==> config.mk <==
export PLATFORM = sky130hd
export DESIGN_NAME = lfe_dim
export DESIGN_NICKNAME = d
export VERILOG_FILES = /design/src/rtl/lfe_pkg.sv /design/src/rtl/lfe_dim.sv
export SDC_FILE = /design/constraint.sdc
export NUM_CORES = 1
export LEC_CHECK = 0
export BUFFER_PORTS_ARGS = -buffer_cell sky130_fd_sc_hd__buf_2
export CORE_AREA = 2 2 142 144
export DETAILED_ROUTE_END_ITERATION = 8
export DIE_AREA = 0 0 144 146
export PLACE_DENSITY_LB_ADDON = 0.15
export SLEW_MARGIN = 20
export SYNTH_ARGS = -nofsm -noshare
export SYNTH_HDL_FRONTEND = slang
export SYNTH_SLANG_ARGS = --single-unit
==> constraint.sdc <==
create_clock -name vclk -period 1.6
set_input_delay 0.08 -clock vclk [all_inputs]
set_output_delay 0.08 -clock vclk [all_outputs]
set_load 0.02 [all_outputs]
==> src/rtl/lfe_pkg.sv <==
// Package for the light fade envelope core: widths, lane indexes and the
// structs that travel between the setup stage, the lane evaluators and the dimmer.
// No dependencies.
package lfe_pkg;

   // Field widths.
   localparam int TW = 32;              // time left, signed
   localparam int QW = 16;              // radius, colour and quotient width
   localparam int DW = QW + 1;          // fraction numerator and denominator width
   localparam int PW = QW + DW;         // product width
   localparam int XW = TW + 2;          // signed width for time differences
   localparam int FW = 3;               // mode flag width

   // Mode flag bits.
   localparam int FLAG_EXPAND = 0;
   localparam int FLAG_SHRINK = 1;
   localparam int FLAG_FLASH  = 2;

   // Lane assignment: radius first, then the three colour channels.
   localparam int LANES    = 4;
   localparam int LANE_RAD = 0;
   localparam int LANE_R   = 1;
   localparam int LANE_G   = 2;
   localparam int LANE_B   = 3;

   // Lane evaluator depth: one multiply stage, one stage per quotient bit, one add stage.
   localparam int DIV_STEPS = QW;
   localparam int MAD_DEPTH = DIV_STEPS + 2;

   // One lane computes base +/- (mul_x * mul_y) / den.
   typedef struct packed {
      logic [QW-1:0] base;
      logic          neg;
      logic [QW-1:0] mul_x;
      logic [DW-1:0] mul_y;
      logic [DW-1:0] den;
   } lfe_lane_type;

   typedef struct packed {
      logic [PW-1:0] prod;
      logic [DW-1:0] den;
      logic [QW-1:0] base;
      logic          neg;
   } lfe_prod_type;

   typedef struct packed {
      logic [DW-1:0] rem;
      logic [QW-1:0] low;
      logic [QW-1:0] quo;
      logic [DW-1:0] den;
      logic [QW-1:0] base;
      logic          neg;
   } lfe_div_type;

   // Dimming controls carried past the first pass.
   typedef struct packed {
      logic          dim_en;
      logic [DW-1:0] num;
      logic [QW-1:0] fade;
   } lfe_side_type;

endpackage

==> src/rtl/lfe_dim.sv <==
// Second-pass lane set-up: with dim_en set, scales each base colour
// by the fade fraction; passes the radius through. Depends on lfe_pkg.
module lfe_dim import lfe_pkg::*; (
   input  logic [LANES-1:0][QW-1:0]   in_res,
   input  lfe_side_type               in_side,
   output lfe_lane_type [LANES-1:0]   out_lane
);

   always_comb begin
      out_lane[LANE_RAD].base  = in_res[LANE_RAD];
      out_lane[LANE_RAD].neg   = 1'b0;
      out_lane[LANE_RAD].mul_x = '0;
      out_lane[LANE_RAD].mul_y = '0;
      out_lane[LANE_RAD].den   = DW'(1);

      for (int l = LANE_R; l < LANES; l++) begin
         out_lane[l].neg = 1'b0;
         if (in_side.dim_en) begin
            out_lane[l].base  = '0;
            out_lane[l].mul_x = in_res[l];
            out_lane[l].mul_y = in_side.num;
            out_lane[l].den   = {1'b0, in_side.fade};
         end else begin
            out_lane[l].base  = in_res[l];
            out_lane[l].mul_x = '0;
            out_lane[l].mul_y = '0;
            out_lane[l].den   = DW'(1);
         end
      end
   end

endmodule

Yosys cells after proc, flatten, opt, wreduce, memory -nomap -nowiden
Index checks and enable logic that the tools add are counted.
Operators by class
  multiplexer cells: 6
Operators by type and width (count)
  $mux 50: 3
  $mux 16: 3
Storage, ports and cells
  register bits after elaboration: 0
  logic and storage cells: 6
  bits of input ports: 98
  output and inout bits: 268

Depth between registers and ports, before layout
Gate-level depths: netlist (run 1).
  depth in word-level cells: 1
  gate-level depth with buffers: 4
  mapped depth without buffers: 1

Worst setup path after synthesis (run 1)
OpenSTA, ideal clock, no wires.
  kind: input to output
  from: in in_side[33] (netlist name)
  to: out out_lane[138] (netlist name)
  arrival time: 0.826 ns
  required time: 1.520 ns
  buffers on the path: 3
  cell stages on the path: 4
  slack: 0.694 ns
  cells stage by stage: buf_2 > buf_2 > and2_1 > buf_4
RTL lines
  start, declared: RTL line lfe_dim.sv:5  | input lfe_side_type in_side,
  end, declared: RTL line lfe_dim.sv:6  | output lfe_lane_type [LANES-1:0] out_lane

==> impl_results.md, run 1 <==
- Final Util: between 10 and 15%
- Min Tclk post-route: roughly 1.0 ns
- Cell Area, Synth: 1930 um2
- DRC errors left: 0
- Pwr per Cell Area: ~360 nW/um2
- XOR/XNOR Fraction of Synth Area: 0%
- WL final: around 7400 um
- Ant. Diodes: 0
- Met1 Routed Length: 2310 um
- Drt first pass iters: 4
- Die height: around 150 um
- Ports: around 370
- Worst-path cell with the longest stage delay: and2_1
- Tcrit/Tclk final: around 65%
- Core Rows: 51
- Adder-Cell Fraction of Synth Area: 0%
- Critical Path AT: ~0.96 ns
- Worst path cell trace: buf_4, buf_12, and2_1, buf_2
- Buf/Inv on CP: 3
- Post-CTS Resized: 0
- Die X: about 140 um
- Seq/Total Area, Yosys: 0%
- Setup CP Type: primary input to primary output
- Simple-Gate Fraction of Synth Area: roughly two fifths
- Mux contribution to synthesized area: 0%
- Initial antenna violation count: 0
- Hold WC Path Type: primary input to primary output
- Share of cells above drive strength 1: around three fifths
- # fillers: between 2k and 2.5k
- Main combinational cell family by area after synthesis: buffers and inverters
- Sequential share of power: 0%
- FF+latch count: 0
- Register Area: 0 um2
- Routed length on met3: approximately 800 um
- Ys Warns: 0
- Outcome: finished, final reports clean
- Iter 0 DRT Violations: 15
- Via density: approximately 2.9
- Top-area cell type share of the netlist area: 54.2%
- Hold Fails Final Rpt: 0
- CLK BUF: 0
- Synth cell count leaders: buf_4, and2_1, nor2b_1
- First-pass GRT wire length: roughly 9500 um
- Via count: between 2k and 2.5k
- F_max: 966 MHz
- Vias in the first global route: about 1.8k
- RSZ-0062 raised after global routing: no
- Critical path endpoint category: primary output
- Synth Area in Compound Gates: 0%
- Switching part of the total: 67.5%
- Dominant cells by area after synthesis: buf_4, and2_1, nor2b_1, buf_2, conb_1
- Detailed-placement wirelength estimate: a little under 7000 um
- Grt ovf: 0
- Clock power share: 0%
- Final nets: 565
- Area grow syn2layout: 44.4%
- Max_cap viols: 0
- Worst Path Max Fanout: approximately 60
- Hold Buf Count CTS: 0
- Worst vdd ir: roughly 0.00011 V
- DIE AREA: 21000 um2
- Worst path depth: 4
- Worst setup path endpoint: out_lane[98]
- Met2 Wirelength: ~4200 um
- Critical path launch point type: primary input
- CP max stage delay: roughly 0.30 ns
- Cell internal pwr: ~0.33 mW
- Total setup buffers inserted after CTS: 0
- Top delay family on crit path: buffers and inverters
- Core region area: between 15000 and 20000 um2
- Mapped Cells: 284
- Netlist cell types: 7
- Final setup fails: 0
- Initial Util: 9.97%
- Max Used Layer: met4
- P_sw: around 0.7 mW
- Per-cell routed wire length: 10.2 um
- Comb pwr share: 100.0%
- Hold Path Cell Cnt: 0
- Sum of negative setup slack: 0 ns
- Max-slew violation count: 0
- Cell taking the most area after synthesis: buf_4
- GRT Util Overall: 5.67%
- Most common cell in the netlist: buf_4
- Pleak: 1.77 nW
- Routed Antenna Nets: 0
- GPL Wtd Cong: about 0.74
- Syn_area_per_cell: roughly 6.8 um2
- Largest net degree at the start of global routing: 69
- Port Buffer Count: 277
- WP data required: around 1.5 ns
- CP Launch Point: in_side[33]
## layout make-up
| cell class | instances | area [um2] | share of cell area (%) |
|---|---|---|---|
| Multi-Input combinational cell | 186 | 1020 | 36.7 |
| Tap cell | 265 | 332 | 11.9 |
| Timing Repair Buffer | 279 | 1430 | 51.4 |
## worst min-delay path by stage
stage / from / to / slack [ns]
finish: in_res[6] / out_lane[57] / 0.16
global route: in_res[6] / out_lane[57] / 0.16
CTS: in_res[3] / out_lane[54] / 0.16
detailed placement: in_res[3] / out_lane[54] / 0.16
global placement: in_res[3] / out_lane[54] / 0.16
floorplan: in_res[0] / out_lane[51] / 0.27
## through the flow
stage / instance area (um2) / total power, mW / setup slack, ns / std cells / hold WS (ns)
after CTS: 2780 / 1.03 / 0.532 / 730 / 0.160
after detailed placement: 2780 / 1.02 / 0.535 / 730 / 0.160
after floorplan: 2130 / 0.918 / 0.694 / 339 / 0.273
after global routing: 2780 / 1.09 / 0.497 / 730 / 0.160
final: 2780 / 1.01 / 0.564 / 730 / 0.160
after global placement: 2780 / 1.03 / 0.539 / 730 / 0.160
## power by group through the flow
stage | Sequential, mW | Clock [mW] | Combinational, mW
floorplan | 0 | 0 | 0.918
global placement | 0 | 0 | 1.03
detailed placement | 0 | 0 | 1.02
CTS | 0 | 0 | 1.03
global route | 0 | 0 | 1.09
finish | 0 | 0 | 1.01
## layer usage
layer / vias up / track usage, %
met5: - / 0
met2: 198 / 13.4
li1: 1009 / -
met3: 10 / 0.592
met4: 0 / 0.441
met1: 881 / 4.89
## logic make-up (layout without fill, tap and decap cells)
kind of cell | after synthesis | in the layout
buf+inv | 153 | 279
simple gates | 129 | 129
other cells | 2 | 57
## cells in the final DEF (no fill, tap or decap)
master,netlist,final
and2_1,80,80
buf_12,0,2
buf_2,13,276
buf_4,139,1
conb_1,2,57
nand2b_1,1,1
nor2b_1,48,48
(Power assumes the default switching activity.)
==> run 2: changes to the inputs <==
- CORE_AREA: 2 2 142 144 -> 2 2 143 145
- DIE_AREA: 0 0 144 146 -> 0 0 145 147
- clock period: 1.6 -> 0.95 ns (I/O delays scaled with it)
==> impl_results.md, run 2 (synthesis gave the netlist of run 1 again) <==
- Initial Util: 9.71% (-0.26 points)
- Max_cap viols: 0 (unchanged)
- Worst Path Max Fanout: 70 (+15%)
- Hold path endpoint: out_lane[64]
- Sequential share of power: 0% (unchanged)
- Commonest non-fill, non-tap cell in the layout: buf_2
- Critical path endpoint category: primary output
- Hold Path Cell Cnt: 0 (unchanged)
- Worst vdd ir: 0.000200 V (+89%)
- Max-slew violation count: 0 (unchanged)
- Vias in the first global route: 1724 (-4.7%)
- Cell area after placement: 2800 um2 (+0.49%)
- Switching part of the total: 66.7% (-0.79 points)
- Final nets: 566 (+0.18%)
- Core Rows: 52 (+2.0%)
- Core region area: 19800 um2 (+2.6%)
- Critical Path AT: 0.84 ns (-0.12 ns)
- Ports: 366 (unchanged)
- Per-cell routed wire length: 9.12 um (-10%)
- Total setup buffers inserted after CTS: 0 (unchanged)
- Drt first pass iters: 4 (unchanged)
- Tcrit/Tclk final: between 90% and 100%
- RSZ-0062 raised after global routing: no
- Initial antenna violation count: 0 (unchanged)
- Hold Buf Count CTS: 0 (unchanged)
- Critical path launch point type: primary input
- DRC errors left: 0 (unchanged)
- Grt ovf: 0 (unchanged)
- Cell area after layout: 2810 um2 (+1.2%)
- Area of the multi-input gates: 1030 um2 (+1.1%)
- Pleak: 1.79 nW (+0.92%)
- F_max: around 1100 MHz
- First-pass GRT wire length: 8830 um (-7.4%)
- Detailed-placement wirelength estimate: 6120 um (-10%)
- Die X: 145 um (+0.69%)
- Hold Crit Start: in_res[13]
- Outcome: finished, final reports clean
- CLK BUF: 0 (unchanged)
- Final Util: 14.2% (-0.21 points)
- FF+latch count: 0 (unchanged)
- Register Area: 0 um2 (unchanged)
- Via count: 2107 (+0.43%)
- GRT Util Overall: 4.98% (-0.69 points)
- DIE AREA: 21300 um2 (+1.4%)
- # placed instances: 736 (+0.82%)
- Cell internal pwr: 0.570 mW (+73%)
- Worst hold margin: 0.0950 ns (-0.0650 ns)
- Die height: 147 um (+0.68%)
- Setup CP Type: primary input to primary output
- Layout Cells excl Fill: 736 (+0.82%)
- # fillers: 2307 (+0.44%)
- Min Tclk post-route: approximately 0.88 ns
- Port Buffer Count: 277 (unchanged)
- Pwr per Cell Area: 608 nW/um2 (+67%)
- Hold Fails Final Rpt: 0 (unchanged)
- Ant. Diodes: 0 (unchanged)
- Final setup fails: 0 (unchanged)
- Routed Antenna Nets: 0 (unchanged)
- Most frequent cells in the layout: buf_2, and2_1, conb_1
- Largest net degree at the start of global routing: 71 (+2.9%)
- Sum of negative setup slack: 0 ns (unchanged)
- Iter 0 DRT Violations: 24 (+9)
- WP data required: 0.90 ns (-0.62 ns)
- Share of cells above drive strength 1: 61.2% (+1.2 points)
- P_sw: 1.14 mW (+67%)
- Clock power share: 0% (unchanged)
- Hold WC Path Type: primary input to primary output
- Via density: 2.86 (-0.39%)
- WL final: 6710 um (-9.5%)
- Comb pwr share: 100.0% (about the same)
- GPL Wtd Cong: 0.836 (+12%)
- Area grow syn2layout: 46.0%
[run 2: cell count changes in the layout (fill, tap and decap cells not counted)]
cell | previous run | this run
and2_4 | 0 | 4
and2_1 | 80 | 75
buf_16 | 0 | 1
buf_12 | 2 | 1
and2_2 | 0 | 1
buf_4 | 1 | 2
[run 2: worst max-delay path by stage]
stage / endpoint / slack [ns] / cells after the start / from
floorplan: out_lane[138] / 0.11 / 4 / in_side[33]
global placement: out_lane[74] / 0.02 / 4 / in_side[33]
detailed placement: out_lane[74] / 0.009 / 4 / in_side[33]
CTS: out_lane[74] / 0.009 / 4 / in_side[33]
global route: out_lane[98] / 0.007 / 4 / in_side[33]
finish: out_lane[98] / 0.07 / 4 / in_side[33]
[run 2: repair_timing]
action,CTS,global route
hold endpoints to repair,0,0
setup endpoints to repair,0,15
resized for setup,0,6
[run 2: power groups by stage]
stage,clock (mW),sequential (mW),combinational (mW)
2_1_floorplan,0,0,1.55
3_3_place_gp,0,0,1.73
3_5_place_dp,0,0,1.71
4_1_cts,0,0,1.71
5_1_grt,0,0,1.82
6_report,0,0,1.71
[run 2: metrics by stage]
| stage | power, mW | worst slack [ns] |
|---|---|---|
| after floorplan | 1.55 | 0.109 |
| after global placement | 1.73 | 0.0238 |
| after detailed placement | 1.71 | 0.00934 |
| after CTS | 1.71 | 0.00941 |
| after global routing | 1.82 | 0.00661 |
| final | 1.71 | 0.0670 |
[run 2: cell type report]
class	instances	share of cell area [%]
multi-input cells	186	36.7
repair buffers	280	51.3
well taps	270	12.0
[run 2: layer usage]
layer	part of all wire (%)	global-route usage (%)
met2	54	10.9
met1	32	4.83
met5	0	0
met4	0.94	0.396
met3	13	1.12
[run 2: worst max-delay path, cell delays in order]
cell and delay [ns]:
buf_4 0.12, buf_16 0.21, and2_1 0.21, buf_2 0.20
==> run 3: changes to the inputs <==
--- a/config.mk
+++ b/config.mk
@@ -12,2 +12,3 @@
 export PLACE_DENSITY_LB_ADDON = 0.15
+export SETUP_SLACK_MARGIN = 0.4
 export SLEW_MARGIN = 20
==> constraint.sdc (replaced) <==
create_clock -name vclk -period 0.95
set_input_delay 0.0475 -clock vclk [all_inputs]
set_output_delay 0.0475 -clock vclk [all_outputs]
set_load 0.01 [all_outputs]
==> impl_results.md, run 3 (synthesis gave the netlist of run 1 again) <==
- Port Buffer Count: 277 (unchanged)
- Worst vdd ir: 0.000183 V (-8.7%)
- DRC errors left: 0 (unchanged)
- Die X: 145 um (unchanged)
- Hold WC Path Type: primary input to primary output
- Core Rows: 52 (unchanged)
- Sum of negative setup slack: 0 ns (unchanged)
- Largest net degree at the start of global routing: 28 (-61%)
- Vias in the first global route: 2082 (+21%)
- Hold Buf Count CTS: 0 (unchanged)
- Core region area: 19800 um2 (unchanged)
- Ant. Diodes: 0 (unchanged)
- Routed Antenna Nets: 0 (unchanged)
- WL final: 8470 um (+26%)
- WP data required: 0.90 ns (about the same)
- Max-slew violation count: 0 (unchanged)
- Setup CP Type: primary input to primary output
- Via count: 2273 (+7.9%)
- DIE AREA: 21300 um2 (unchanged)
- Hold path endpoint: out_lane[53]
- Per-cell routed wire length: 11.3 um (+24%)
- GPL Wtd Cong: 0.718 (-14%)
- Hold Fails Final Rpt: 0 (unchanged)
- Area grow syn2layout: 107%
- Initial antenna violation count: 0 (unchanged)
- Outcome: finished, final reports clean
- FF+latch count: 0 (unchanged)
- Most frequent cells in the layout: buf_2, buf_6, and2_4
- Cell area after layout: 3980 um2 (+42%)
- F_max: 1350 MHz (+20%)
- Die height: 147 um (unchanged)
- Hold Path Cell Cnt: 0 (unchanged)
- Grt ovf: 0 (unchanged)
- Min Tclk post-route: 0.738 ns (-0.145 ns)
- Area of the multi-input gates: 1370 um2 (+32%)
- Commonest non-fill, non-tap cell in the layout: buf_2
- Ports: 366 (unchanged)
- Share of cells above drive strength 1: 82.0% (+21 points)
- Total setup buffers inserted after CTS: 0 (unchanged)
- Worst hold margin: 0.0950 ns (-0.00000520 ns)
- GRT Util Overall: 6.54% (+1.6 points)
- Worst Path Max Fanout: 7 (-90%)
- Drt first pass iters: 4 (unchanged)
- Register Area: 0 um2 (unchanged)
- Cell area after placement: 2970 um2 (+6.4%)
- Pwr per Cell Area: 485 nW/um2 (-20%)
- Via density: 3.04 (+6.1%)
- Final setup fails: 0 (unchanged)
- Critical Path AT: 0.69 ns (-0.15 ns)
- # fillers: 2186 (-5.2%)
- Iter 0 DRT Violations: 25 (+4.2%)
- Critical path endpoint category: primary output
- Total chip power: 1.93 mW (+13%)
- Critical path launch point type: primary input
- Detailed-placement wirelength estimate: 6020 um (-1.6%)
- RSZ-0062 raised after global routing: yes
- Tcrit/Tclk final: 77.7% (-15 points)
- CLK BUF: 0 (unchanged)
- Initial Util: 9.71% (unchanged)
- Pleak: 2.29 nW (+28%)
- Hold Crit Start: in_res[2]
- Final nets: 578 (+2.1%)
- Max_cap viols: 0 (unchanged)
- First-pass GRT wire length: 11400 um (+29%)
-- run 3: worst max path at each step --
stage	from	slack, ns	endpoint
finish	in_side[33]	0.21	out_lane[130]
floorplan	in_side[33]	0.33	out_lane[138]
global route	in_side[33]	0.18	out_lane[130]
detailed placement	in_side[33]	0.1	out_lane[131]
CTS	in_side[33]	0.20	out_lane[131]
global placement	in_side[33]	0.10	out_lane[221]
-- run 3: area by class of cell --
class / count / area share [%]
well taps: 270 / 8.48
repair buffers: 292 / 57.2
multi-input cells: 186 / 34.3
-- run 3: through the flow --
stage | worst slack [ns] | std cells | util [%]
3_5_place_dp | 0.0959 | 737 | 15.0
3_3_place_gp | 0.101 | 737 | 15.0
2_1_floorplan | 0.333 | 339 | -
5_1_grt | 0.182 | 748 | 20.1
6_report | 0.212 | 748 | 20.1
4_1_cts | 0.205 | 747 | 18.1
-- run 3: repair_timing --
item	in CTS	in global routing
pin swaps	0	1
gates cloned	10	1
hold endpoints to repair	0	0
setup endpoints to repair	195	195
resized for setup	73	80
-- run 3: worst max-delay path: stages --
cell and delay (ns):
buf_16 0.14, buf_16 0.15, buf_8 0.13, nor2b_4 0.11, buf_6 0.10
-- run 3: report_power, final --
part / switching (mW) / internal, mW
Clock: 0 / 0
Sequential: 0 / 0
Combinational: 0.865 / 1.07
Total: 0.865 / 1.07
-- run 3: layer usage --
layer / up-vias / part of all wire [%] / routed length [um] / global-route usage [%]
li1: 1045 / - / - / -
met1: 1018 / 35 / 2970 / 7.31
met2: 204 / 53 / 4490 / 13.1
met3: 6 / 11 / 901 / 1.21
met4: 0 / 1.2 / 105 / 0.743
met5: - / 0 / 0 / 0
