--- src/rtl/lfe_pkg.sv ---
// Package for the light fade envelope core: widths, lane indexes and the
// structs that travel between the setup stage, the lane evaluators and the dimmer.
// No dependencies.
package lfe_pkg;

   // Field widths.
   localparam int TW = 32;              // time left, signed
   localparam int QW = 16;              // radius, colour and quotient width
   localparam int DW = QW + 1;          // fraction numerator and denominator width
   localparam int PW = QW + DW;         // product width
   localparam int XW = TW + 2;          // signed width for time differences
   localparam int FW = 3;               // mode flag width

   // Mode flag bits.
   localparam int FLAG_EXPAND = 0;
   localparam int FLAG_SHRINK = 1;
   localparam int FLAG_FLASH  = 2;

   // Lane assignment: radius first, then the three colour channels.
   localparam int LANES    = 4;
   localparam int LANE_RAD = 0;
   localparam int LANE_R   = 1;
   localparam int LANE_G   = 2;
   localparam int LANE_B   = 3;

   // Lane evaluator depth: one multiply stage, one stage per quotient bit, one add stage.
   localparam int DIV_STEPS = QW;
   localparam int MAD_DEPTH = DIV_STEPS + 2;

   // One lane computes base +/- (mul_x * mul_y) / den.
   typedef struct packed {
      logic [QW-1:0] base;
      logic          neg;
      logic [QW-1:0] mul_x;
      logic [DW-1:0] mul_y;
      logic [DW-1:0] den;
   } lfe_lane_type;

   typedef struct packed {
      logic [PW-1:0] prod;
      logic [DW-1:0] den;
      logic [QW-1:0] base;
      logic          neg;
   } lfe_prod_type;

   typedef struct packed {
      logic [DW-1:0] rem;
      logic [QW-1:0] low;
      logic [QW-1:0] quo;
      logic [DW-1:0] den;
      logic [QW-1:0] base;
      logic          neg;
   } lfe_div_type;

   // Dimming controls carried past the first pass.
   typedef struct packed {
      logic          dim_en;
      logic [DW-1:0] num;
      logic [QW-1:0] fade;
   } lfe_side_type;

endpackage

--- src/rtl/lfe_setup.sv ---
// Input decode stage of the light fade envelope core: phase tests, saturated
// fractions and the lane set-up for the first pass. Depends on lfe_pkg.
module lfe_setup import lfe_pkg::*; (
   input  logic                       clock,
   input  logic                       reset,
   input  logic                       en,
   input  logic                       in_valid,
   input  logic signed [TW-1:0]       time_left,
   input  logic [QW-1:0]              fade_ms,
   input  logic [QW-1:0]              peak_ms,
   input  logic [QW-1:0]              full_radius,
   input  logic [QW-1:0]              start_radius,
   input  logic [QW-1:0]              color_r,
   input  logic [QW-1:0]              color_g,
   input  logic [QW-1:0]              color_b,
   input  logic [QW-1:0]              start_r,
   input  logic [QW-1:0]              start_g,
   input  logic [QW-1:0]              start_b,
   input  logic [FW-1:0]              mode_flags,
   output logic                       out_valid,
   output lfe_lane_type [LANES-1:0]   out_lane,
   output lfe_side_type               out_side
);

   logic                     valid_ff;
   lfe_lane_type [LANES-1:0] lane_ff, lane_in;
   lfe_side_type             side_ff, side_in;

   function automatic logic [DW-1:0] clamp_num(logic signed [XW-1:0] v, logic [DW-1:0] cap);
      logic signed [XW-1:0] cap_x;
      cap_x = signed'({{(XW-DW){1'b0}}, cap});
      if (v < 0) begin
         return '0;
      end else if (v > cap_x) begin
         return cap;
      end else begin
         return v[DW-1:0];
      end
   endfunction

   function automatic lfe_lane_type const_lane(logic [QW-1:0] v);
      lfe_lane_type l;
      l.base  = v;
      l.neg   = 1'b0;
      l.mul_x = '0;
      l.mul_y = '0;
      l.den   = DW'(1);
      return l;
   endfunction

   function automatic lfe_lane_type blend_lane(logic [QW-1:0] a, logic [QW-1:0] b,
                                               logic [DW-1:0] num, logic [DW-1:0] den);
      lfe_lane_type l;
      l.base  = a;
      l.neg   = (b < a);
      l.mul_x = l.neg ? (a - b) : (b - a);
      l.mul_y = num;
      l.den   = den;
      return l;
   endfunction

   always_comb begin
      logic [DW-1:0]        total;
      logic signed [XW-1:0] rem_x;
      logic signed [XW-1:0] fade_x;
      logic signed [XW-1:0] diff;
      logic                 rem_gt_fade;
      logic                 rem_lt_fade;
      logic [DW-1:0]        num_exp;
      logic [DW-1:0]        num_pk;
      logic [DW-1:0]        num_fd;
      logic                 expand;
      logic                 shrink;
      logic                 flash;
      logic [QW-1:0]        tgt [LANES];
      logic [QW-1:0]        ini [LANES];

      total       = {1'b0, fade_ms} + {1'b0, peak_ms};
      rem_x       = {{(XW-TW){time_left[TW-1]}}, time_left};
      fade_x      = signed'({{(XW-QW){1'b0}}, fade_ms});
      // Time since birth; the peak phase numerator is the same difference.
      diff        = signed'({{(XW-DW){1'b0}}, total}) - rem_x;
      rem_gt_fade = (rem_x > fade_x);
      rem_lt_fade = (rem_x < fade_x);
      num_exp     = clamp_num(diff, total);
      num_pk      = clamp_num(diff, {1'b0, peak_ms});
      num_fd      = clamp_num(rem_x, {1'b0, fade_ms});
      expand      = mode_flags[FLAG_EXPAND];
      shrink      = mode_flags[FLAG_SHRINK];
      flash       = mode_flags[FLAG_FLASH];

      tgt[LANE_RAD] = full_radius;
      ini[LANE_RAD] = start_radius;
      tgt[LANE_R]   = color_r;
      tgt[LANE_G]   = color_g;
      tgt[LANE_B]   = color_b;
      ini[LANE_R]   = start_r;
      ini[LANE_G]   = start_g;
      ini[LANE_B]   = start_b;

      if (total == '0) begin
         lane_in[LANE_RAD] = const_lane(full_radius);
      end else if (expand) begin
         lane_in[LANE_RAD] = blend_lane(start_radius, full_radius, num_exp, total);
      end else if (rem_gt_fade) begin
         if (peak_ms == '0) begin
            lane_in[LANE_RAD] = const_lane(start_radius);
         end else begin
            lane_in[LANE_RAD] = blend_lane(start_radius, full_radius, num_pk, {1'b0, peak_ms});
         end
      end else if (shrink) begin
         if (fade_ms == '0) begin
            lane_in[LANE_RAD] = const_lane('0);
         end else begin
            lane_in[LANE_RAD] = blend_lane('0, full_radius, num_fd, {1'b0, fade_ms});
         end
      end else begin
         lane_in[LANE_RAD] = const_lane(full_radius);
      end

      for (int l = LANE_R; l < LANES; l++) begin
         if (flash || peak_ms == '0 || !rem_gt_fade) begin
            lane_in[l] = const_lane(tgt[l]);
         end else begin
            lane_in[l] = blend_lane(ini[l], tgt[l], num_pk, {1'b0, peak_ms});
         end
      end

      side_in.dim_en = !flash && (fade_ms != '0) && rem_lt_fade;
      side_in.num    = num_fd;
      side_in.fade   = fade_ms;
   end

   always_ff @(posedge clock) begin
      if (reset) begin
         valid_ff <= 1'b0;
      end else if (en) begin
         valid_ff <= in_valid;
      end
   end

   always_ff @(posedge clock) begin
      if (en) begin
         lane_ff <= lane_in;
         side_ff <= side_in;
      end
   end

   assign out_valid = valid_ff;
   assign out_lane  = lane_ff;
   assign out_side  = side_ff;

endmodule

--- config.mk ---
export PLATFORM = sky130hd
export DESIGN_NAME = lfe_setup
export DESIGN_NICKNAME = d
export VERILOG_FILES = /design/src/rtl/lfe_pkg.sv /design/src/rtl/lfe_setup.sv
export SDC_FILE = /design/constraint.sdc
export NUM_CORES = 1
export LEC_CHECK = 0
export BUFFER_PORTS_ARGS = -buffer_cell sky130_fd_sc_hd__buf_2
export CAP_MARGIN = 5
export CELL_PAD_IN_SITES_DETAIL_PLACEMENT = 1
export CELL_PAD_IN_SITES_GLOBAL_PLACEMENT = 1
export CORE_MARGIN = 8
export CORE_UTILIZATION = 41
export DETAILED_ROUTE_END_ITERATION = 7
export GPL_TIMING_DRIVEN = 0
export HOLD_SLACK_MARGIN = 0.03
export PLACE_DENSITY_LB_ADDON = 0.1
export SKIP_LAST_GASP = 1
export SLEW_MARGIN = 40
export SYNTH_ARGS = -nofsm -noshare
export SYNTH_HDL_FRONTEND = slang
export SYNTH_SLANG_ARGS = --single-unit
--- constraint.sdc ---
create_clock -name clock -period 8.9 [get_ports clock]
set_clock_uncertainty 0.2 [all_clocks]
set_input_delay 0.89 -clock clock [delete_from_list [all_inputs] [get_ports clock]]
set_output_delay 0.89 -clock clock [all_outputs]
set_load 0.01 [all_outputs]
Yosys cells after proc, flatten, opt, wreduce, memory -nomap -nowiden
Index checks and enable logic that the tools add are counted.
{"block": "totals", "ff_bits": 237, "elab_cells": 75, "input_bits": 199}
{"block": "op_classes", "muxes": 20, "n_addsub": 11, "order_cmp": 11, "reduce_logical": 10}
{"cell": "$mux 67", "count": 7}
{"cell": "$sub 16x16->16", "count": 8}
{"cell": "$mux 17", "count": 6}
{"cell": "$mux 51", "count": 2}
{"cell": "$mux 16", "count": 5}
{"cell": "$lt 16x16->1", "count": 4}
{"cell": "$gt 33x17->1", "count": 1}
{"cell": "$gt 33x18->1", "count": 1}
{"cell": "$lt 33x1->1 const B", "count": 1}
{"cell": "$sub 18x32->33", "count": 1}
{"cell": "$gt 32x17->1", "count": 1}
{"cell": "$logic_not 16->1", "count": 2}
{"cell": "$lt 32x1->1 const B", "count": 1}
{"cell": "$lt 32x17->1", "count": 1}
{"cell": "$add 16x16->17", "count": 1}
{"cell": "$logic_not 17->1", "count": 1}
{"cell": "$lt 16x1->1 const B", "count": 1}
{"cell": "$reduce_bool 16->1", "count": 1}
{"cell": "$sub 1x16->16 const A", "count": 1}
{"cell": "$logic_and 1x1->1", "count": 2}
{"cell": "$logic_not 1->1", "count": 2}
{"cell": "$logic_or 1x1->1", "count": 2}

Longest topological paths before layout
Gate-level depths: netlist (run 1).
{"block": "logic_depth", "depth_word": 9, "mapped_depth": 30, "mapped_depth_nobuf": 28}

Worst setup path before layout (run 1)
OpenSTA, ideal clock, no wires.
{"block": "synth_path", "kind": "input to register", "from": "input fade_ms[0]", "to": "register lane_ff (netlist bit out_lane[32]) (data pin)", "arrival_time_ns": 6.310, "stages": 30, "slack_ns": 2.136, "path_cell_list": "ha_1 inv_1 fa_1 nor2b_1 o21a_1 o21a_1 o21a_1 or3_1 and2_1 ha_1 or2_2 o31a_1 and3_1 a21oi_1 o31ai_1 a21o_1 a21oi_1 xnor2_1 ha_1 and4_1 nand4_1 nor4b_1 o32ai_1 nor4_2 and2_1 buf_2 buf_2 mux2i_1 nor2_1 o21a_1"}
{"block": "synth_between", "elab_chain_len": 8, "word_cells_on_any_way": 19, "classes_between": "add/sub (2); order compare (4); mux (11); reduce/logical (2)"}
{"item": "start, declared", "line": "lfe_setup.sv:9", "text": "input logic [QW-1:0] fade_ms,"}
{"item": "$add 16x16->17", "line": "lfe_setup.sv:78", "text": "total = {1'b0, fade_ms} + {1'b0, peak_ms};"}
{"item": "$sub 18x32->33", "line": "lfe_setup.sv:82", "text": "diff = signed'({{(XW-DW){1'b0}}, total}) - rem_x;"}
{"item": "$gt 33x17->1", "line": "lfe_setup.sv:34", "text": "end else if (v > cap_x) begin"}
{"item": "$mux 17", "line": "lfe_setup.sv:34"}
{"item": "$mux 17", "line": "lfe_setup.sv:32", "text": "if (v < 0) begin"}
{"item": "$mux 51", "line": "lfe_setup.sv:106", "text": "if (peak_ms == '0) begin"}
{"item": "$mux 67", "line": "lfe_setup.sv:105", "text": "end else if (rem_gt_fade) begin"}
{"item": "$mux 67", "line": "lfe_setup.sv:103", "text": "end else if (expand) begin"}
{"item": "end signal, assigned", "line": "lfe_setup.sv:144", "text": "lane_ff <= lane_in;"}
{"item": "end, declared", "line": "lfe_setup.sv:26", "text": "lfe_lane_type [LANES-1:0] lane_ff, lane_in;"}
Parallel ways exist; a longest one is shown, timed or not.
A chain may end at the register's enable or synchronous reset.

Worst setup path in the final report (run 1)
Same ends and word-level chain as after synthesis.

==> summary.md, run 1 <==
| Metric | Value |
|---|---|
| Warnings from Yosys | 0 |
| Flop-to-flop setup slack | 8.12 ns |
| First-pass GRT wire length | 119100 um |
| Worst hold path class | input port to flip-flop |
| Total negative setup slack | 0 ns |
| Number of synthesized register bits | 234 |
| Reg-to-Reg End | out_valid |
| Critical path's slowest cell | sky130_fd_sc_hd__nor4b_1 |
| Max-cap violations | 0 |
| Share of synthesized area occupied by flip-flops and latches | 0.3575 |
| Source-to-sink clock delay at the later pin of the worst-skew pair | 0.57 ns |
| Clock Tree Root | sky130_fd_sc_hd__clkbuf_16 |
| Arrival time at the worst endpoint | 8.31 ns |
| Net count of the finished layout | 3110 |
| Synthesized netlist cell count | 2161 |
| Antenna violations before repair | 20 |
| Final setup violation count | 0 |
| Average wire length per cell after detail routing | 23.76 um |
| Maximum number of pins on one net before global-route repair | 75 |
| Detailed Route WL | 79410 um |
| Proportion of layout cells with a drive suffix above 1 | 0.2440 |
| Clock-pin slew on the worst setup and hold paths | 0.06 ns |
| Synthesized-area fraction occupied by ao, oa, aoi and oai cells | 0.1990 |
| Delay contributed by the slowest stage of the critical path | 0.77 ns |
| Number of placed instances with taps included | 3279 |
| RR Startpoint | out_valid |
| Worst endpoint required time | 9.02 ns |
| Number of DRC violations after detailed-routing iteration 0 | 1298 |
| CTS Sinks | 234 |
| Endpoint kind of the worst setup timing path | flip-flop |
| PnR worst setup slack | 0.7083 ns |
| Final std cells w/o fill | 3342 |
| Worst VDD drop | 142.2 uV |
| Overall fraction of global-route tracks in use | 0.2733 |
| Leading cell types by total area after synthesis | sky130_fd_sc_hd__edfxtp_1 (36%), sky130_fd_sc_hd__ha_1 (13%), sky130_fd_sc_hd__inv_1 (4.5%), sky130_fd_sc_hd__a21oi_1 (4.1%), sky130_fd_sc_hd__nor2_1 (3.9%) |
| Worst slew pin tran | 0.8716 ns |
| Period utilization | 0.9204 |
| Final standard cell area without fillers | 23860 um^2 |
| Port Buffer Count | 495 |
| Clock buffer count from CTS | 29 |
| GRT Residual Overflow | 0 |
| Number of remaining DRC errors | 0 |
| Power density cells | 168.9 nW/um^2 |
| Primary flip-flop cell chosen by synthesis mapping | sky130_fd_sc_hd__edfxtp_1 |
| Top post-synthesis cells by count | sky130_fd_sc_hd__inv_1 (236), sky130_fd_sc_hd__edfxtp_1 (233), sky130_fd_sc_hd__ha_1 (206) |
| Critical-path maximum fanout | 10 |
| Effective utilization at floorplan | 0.4128 |
| Number of antenna-violating nets in the routed design | 0 |
| Post-placement cell area | 23000 um^2 |
| Fill cells | 5738 |
| Post-CTS setup buffer count | 0 |
| H-tree lvl count | 1 |
| Detailed-route vias per instance | 5.637 |
| Leakage power | 11.30 nW |
| Number of distinct library cell variants in the gate-level netlist after synthesis | 82 |
| Result of the run | completed |
| Cell with the most instances after synthesis | sky130_fd_sc_hd__inv_1 |
| Portion of netlist area occupied by mux cells | 0.04054 |
| Cell area after synthesis | 19630 um^2 |
| Via count of the first global-routing pass | 19990 |
| Fmax | 0.1221 GHz |
| Synth Area per Inst | 9.083 um^2 |
| TritonCTS clock tree | yes |
| Fraction of synthesized cell area taken by the top area cell type | 0.3565 |
| DRT Pass-1 Iters | 5 |
| Share of synthesized cell area in and, or, nand and nor gates | 0.1364 |
| Synthesized-area fraction occupied by xor and xnor cells | 0.03436 |
| Combinational family with the most area after synthesis | compound AO/OA/AOI/OAI gates |
| Count of vias placed by the detailed router | 18840 |
| Worst setup path class | input port to flip-flop |
| Hold path startpoint | reset |
| Number of placement rows | 80 |
| HPWL after DPL | 65480 um |
| Setup repair after global routing missed its margin | false |
| Worst relative slew slack | 0.4107 |
| Maximum buffer depth of the clock tree | 3 |
| Dpl ws | 0.3317 ns |
| Async set-reset flop share out of synthesis | 0 |
| Gpl congestion | 0.9164 |
| Hold Path Sink | out_valid |
| EDFF count, synth | 233 |
| Max-slew violation count | 0 |
| Path depth of the worst reg2reg path | 2 |
| Startpoint Class | input port |
| Core Area | 47550 um^2 |
| Hold_buf cts | 0 |
| Number of cells upsized or downsized after cts | 0 |
| I/O pin count | 502 |
| Instance count along the most critical hold path | 2 |
| Clock period minus worst slack | 8.192 ns |
| Die boundary width | 234.8 um |
| Die height | 234.8 um |
| Layout overhead on the synthesized area | 21.56% |
| Final hold violations | 0 |
| Post-Synth Adder-Cell Area | 0.1415 |
| Full die area | 55130 um^2 |
| Post-synthesis cell type with the largest combined area | sky130_fd_sc_hd__edfxtp_1 |
## per-stage QoR
step	hold slack (ns)	power [mW]	utilization
floorplan	0.3279	2.370	-
global placement	0.2681	2.917	0.4814
detailed placement	0.2844	2.966	0.4838
CTS	0.2369	4.051	0.5010
global route	0.2721	4.241	0.5017
finish	0.2640	4.030	0.5018
## area by class of cell
type                            count  area, um^2  share of cell area
Tap cell                          615       769.5             0.03225
Timing Repair Buffer              499        2577              0.1080
Clock buffer                       36       752.0             0.03152
Clock inverter                     13       65.06            0.002727
Antenna cell                       14       35.03            0.001468
Sequential cell                   234        7017              0.2941
Multi-Input combinational cell   1540       10870              0.4554
Buffer                            155       893.4             0.03744
Inverter                          236       885.9             0.03713
## placed cells by master (no fill, tap or decap), drive strengths merged, types with 18 or more instances in the layout
cell    instances
buf           586
inv           237
edfxtp        233
ha            206
nor2          203
a21oi         159
nand2         144
o21ai         127
clkbuf        104
mux2i          66
a21o           63
xnor2          51
nand3          39
a211oi         36
o21bai         35
nor3           32
o21a           27
nor2b          26
xor2           26
nand2b         20
a31oi          20
nor4           19
a22oi          18
## worst max path at each step
stage,from,endpoint,slack [ns]
4_1_cts,fade_ms[0],out_lane[32],0.94
2_1_floorplan,fade_ms[0],out_lane[32],2.14
5_1_grt,fade_ms[0],out_lane[32],0.45
3_5_place_dp,fade_ms[0],out_lane[32],0.33
6_report,fade_ms[0],out_lane[32],0.71
3_3_place_gp,fade_ms[0],out_lane[32],0.43
## kinds of logic after synthesis
kind of cell | count (synthesis)
fa+ha+maj | 216
mux | 78
simple gates | 565
other cells | 1
flops | 234
xor+xnor | 77
buf+inv | 391
compound gates | 599
## state kept, by name, summed over array words and instances (netlist names)
register,cells
out_valid,1
out_lane,199
out_side,34
## critical path, delay by kind of cell
kind / cells / cell delay (ns)
xor gates and xnor gates: 2 / 0.55
adders and majority gates: 4 / 1.39
muxes: 1 / 0.20
AOI/OAI and AO/OA: 10 / 2.06
buffers and inverters: 5 / 0.77
and+or+nand+nor: 8 / 2.44
## where the power goes
part	switching (mW)	internal (mW)	total, mW
Sequential	0.0434	1.35	1.39
Clock	0.474	0.590	1.06
Combinational	0.973	0.603	1.58
Total	1.49	2.54	4.03
## routing by layer
layer  part of all wire  GRT usage
met3              0.064    0.05641
met5            0.00096          0
met4              0.039     0.1105
met2               0.48     0.4736
met1               0.41     0.3285
Note: power is estimated with default switching activity, not from simulation.
==> inputs of run 2 (changes only) <==
--- a/config.mk
+++ b/config.mk
@@ -15,6 +15,7 @@
 export GPL_TIMING_DRIVEN = 0
 export HOLD_SLACK_MARGIN = 0.03
 export PLACE_DENSITY_LB_ADDON = 0.1
+export REMOVE_ABC_BUFFERS = 1
 export SKIP_LAST_GASP = 1
 export SLEW_MARGIN = 40
 export SYNTH_ARGS = -nofsm -noshare
==> run 2 against run 1 <==
Net effect: final area fell by 1.5%; sequential power hardly changed; die area unchanged; clock-buffer cell count down 2; critical path depth is 3 lower; combinational power about the same; sequential cell count stayed put; via count shrank 4.2%; non-clock buffer count shrank 131; sequential share of layout area is 0.44 points higher; clock power rose by 20%.
==> summary.md, run 2 (synthesized netlist as in run 1, its figures left out) <==
| Metric | Value |
|---|---|
| Source-to-sink clock delay at the later pin of the worst-skew pair | 0.59 ns (was 0.57 ns) |
| GRT Residual Overflow | 0 (unchanged) |
| DRT Pass-1 Iters | 6 (was 5) |
| Final hold violations | 0 (unchanged) |
| Average wire length per cell after detail routing | 23.34 um (was 23.76 um) |
| Total area of sequential cells | 7017 um^2 (unchanged) |
| Flip-flop count of the largest register after layout | 199 (unchanged) |
| Max-cap violations | 0 (unchanged) |
| Endpoint kind of the worst setup timing path | flip-flop (unchanged) |
| Overall fraction of global-route tracks in use | 0.2584 (was 0.2733) |
| Clock buffer count from CTS | 29 (unchanged) |
| Proportion of layout cells with a drive suffix above 1 | 0.2398 (was 0.2440) |
| PnR worst setup slack | 0.3484 ns (was 0.7083 ns) |
| Maximum buffer depth of the clock tree | 3 (unchanged) |
| Worst hold path class | input port to flip-flop (unchanged) |
| Worst setup path class | input port to flip-flop (unchanged) |
| Gpl congestion | 0.9006 (was 0.9164) |
| Footprint of the multi-input gates | 10960 um^2 (was 10870 um^2) |
| Most frequent cells in the layout | sky130_fd_sc_hd__buf_2 (500), sky130_fd_sc_hd__inv_1 (236), sky130_fd_sc_hd__edfxtp_1 (233) (was sky130_fd_sc_hd__buf_2 (502), sky130_fd_sc_hd__inv_1 (236), sky130_fd_sc_hd__edfxtp_1 (233)) |
| Port Buffer Count | 498 (was 495) |
| First-pass GRT wire length | 114300 um (was 119100 um) |
| Detailed-route vias per instance | 5.627 (was 5.637) |
| Fill cells | 5667 (was 5738) |
| Period utilization | 0.9609 (was 0.9204) |
| Worst slew pin tran | 0.8649 ns (was 0.8716 ns) |
| TritonCTS clock tree | yes (unchanged) |
| Full die area | 55130 um^2 (unchanged) |
| Count of vias placed by the detailed router | 18050 (was 18840) |
| Worst VDD drop | 141.4 uV (was 142.2 uV) |
| Number of placement rows | 80 (unchanged) |
| H-tree lvl count | 1 (unchanged) |
| Number of cells upsized or downsized after cts | 0 (unchanged) |
| Antenna violations before repair | 10 (was 20) |
| Core Area | 47550 um^2 (unchanged) |
| Effective utilization at floorplan | 0.4128 (unchanged) |
| Startpoint Class | input port (unchanged) |
| Maximum number of pins on one net before global-route repair | 77 (was 75) |
| Clock Tree Root | sky130_fd_sc_hd__clkbuf_16 (unchanged) |
| Worst relative slew slack | 0.4208 (was 0.4107) |
| Final setup violation count | 0 (unchanged) |
| Dpl ws | -0.09192 ns (was 0.3317 ns) |
| Arrival time at the worst endpoint | 8.67 ns (was 8.31 ns) |
| Leakage power | 11.07 nW (was 11.30 nW) |
| Die height | 234.8 um (unchanged) |
| Number of antenna-violating nets in the routed design | 0 (unchanged) |
| Layout overhead on the synthesized area | 19.76% (was 21.56%) |
| Via count of the first global-routing pass | 19090 (was 19990) |
| Die boundary width | 234.8 um (unchanged) |
| CTS Sinks | 234 (unchanged) |
| Total negative setup slack | 0 ns (unchanged) |
| Fmax | 0.1169 GHz (was 0.1221 GHz) |
| Number of DRC violations after detailed-routing iteration 0 | 1062 (was 1298) |
| Clock-pin slew on the worst setup and hold paths | 0.06 ns (about the same) |
| I/O pin count | 502 (unchanged) |
| Max-slew violation count | 0 (unchanged) |
| Clock period minus worst slack | 8.552 ns (was 8.192 ns) |
| Setup repair after global routing missed its margin | false (unchanged) |
| Post-CTS setup buffer count | 0 (unchanged) |
| Number of remaining DRC errors | 0 (unchanged) |
| Power density cells | 178.9 nW/um^2 (was 168.9 nW/um^2) |
| Detailed Route WL | 74870 um (was 79410 um) |
| Most common cell after layout, fill and taps aside | sky130_fd_sc_hd__buf_2 (unchanged) |
| Worst endpoint required time | 9.02 ns (about the same) |
| Critical-path maximum fanout | 25 (was 10) |
| HPWL after DPL | 60610 um (was 65480 um) |
| Net count of the finished layout | 2979 (was 3110) |
| Hold_buf cts | 0 (unchanged) |
| Result of the run | completed (unchanged) |
-- run 2: cell types whose count changed in the layout (fill, tap and decap cells not counted), sizes merged --
| cell | before | now |
|---|---|---|
| bufinv | 0 | 6 |
| clkinvlp | 0 | 1 |
| clkinv | 12 | 10 |
| buf | 586 | 523 |
| clkbuf | 104 | 34 |
| diode | 14 | 8 |
-- run 2: power breakdown --
part | total, mW | switching (mW) | internal, mW
clock network | 1.27 | 0.504 | 0.767
registers | 1.39 | 0.0410 | 1.35
logic | 1.55 | 0.960 | 0.587
total | 4.21 | 1.51 | 2.70
-- run 2: worst max-delay path, cell delays in order --
cell	delay (ns)
sky130_fd_sc_hd__buf_2	0.22
sky130_fd_sc_hd__ha_1	0.25
sky130_fd_sc_hd__inv_1	0.07
sky130_fd_sc_hd__fa_1	0.41
sky130_fd_sc_hd__nor2b_1	0.13
sky130_fd_sc_hd__o21a_1	0.16
sky130_fd_sc_hd__o21ai_0	0.16
sky130_fd_sc_hd__a211oi_1	0.31
sky130_fd_sc_hd__or2_2	0.17
sky130_fd_sc_hd__xor2_1	0.29
sky130_fd_sc_hd__ha_1	0.28
sky130_fd_sc_hd__and3_1	0.28
sky130_fd_sc_hd__a21oi_1	0.16
sky130_fd_sc_hd__o31ai_1	0.40
sky130_fd_sc_hd__a21o_1	0.19
sky130_fd_sc_hd__a21oi_1	0.07
sky130_fd_sc_hd__xnor2_1	0.63
sky130_fd_sc_hd__ha_1	0.24
sky130_fd_sc_hd__and4_1	0.30
sky130_fd_sc_hd__nand4_1	0.11
sky130_fd_sc_hd__nor4b_1	0.74
sky130_fd_sc_hd__o32ai_1	0.19
sky130_fd_sc_hd__nor4_2	0.70
sky130_fd_sc_hd__and2_2	0.71
sky130_fd_sc_hd__nor2_1	0.21
sky130_fd_sc_hd__a31oi_1	0.28
sky130_fd_sc_hd__a21oi_1	0.11
-- run 2: routing by layer --
layer  vias to the layer above  wire, um  GRT usage
met5                         -        34          0
met4                         6      2000    0.07166
met3                       111      4986    0.05360
met2                       565     36200     0.4476
met1                      8889     31650     0.3231
li1                       8481         -          -
-- run 2: stage by stage --
step | util | area, um^2 | total power [mW] | std cells | hold WS, ns
after floorplan | - | 18750 | 2.329 | 2010 | 0.3279
after detailed placement | 0.4730 | 22490 | 2.944 | 3148 | 0.2885
after CTS | 0.4938 | 23480 | 4.235 | 3200 | 0.2143
after global placement | 0.4630 | 22010 | 2.889 | 3123 | 0.2661
after global routing | 0.4942 | 23500 | 4.421 | 3203 | 0.2353
final | 0.4944 | 23510 | 4.205 | 3208 | 0.2477
-- run 2: final cells by class --
cell class	instances	area share
clock inverters	18	0.01049
repair buffers	523	0.1217
well taps	615	0.03273
flip-flops and latches	234	0.2985
inverters	236	0.03768
multi-input cells	1540	0.4664
clock buffers	34	0.03167
diodes	8	0.0008516
-- run 2: final timing paths --
kind                    from  slack [ns]  cells after the start           end
hold / removal         reset        0.25                      2     out_valid
hold reg to reg    out_valid        0.29                      2     out_valid
setup reg to reg   out_valid        8.13                      2     out_valid
setup / recovery  peak_ms[0]        0.35                     27  out_lane[30]
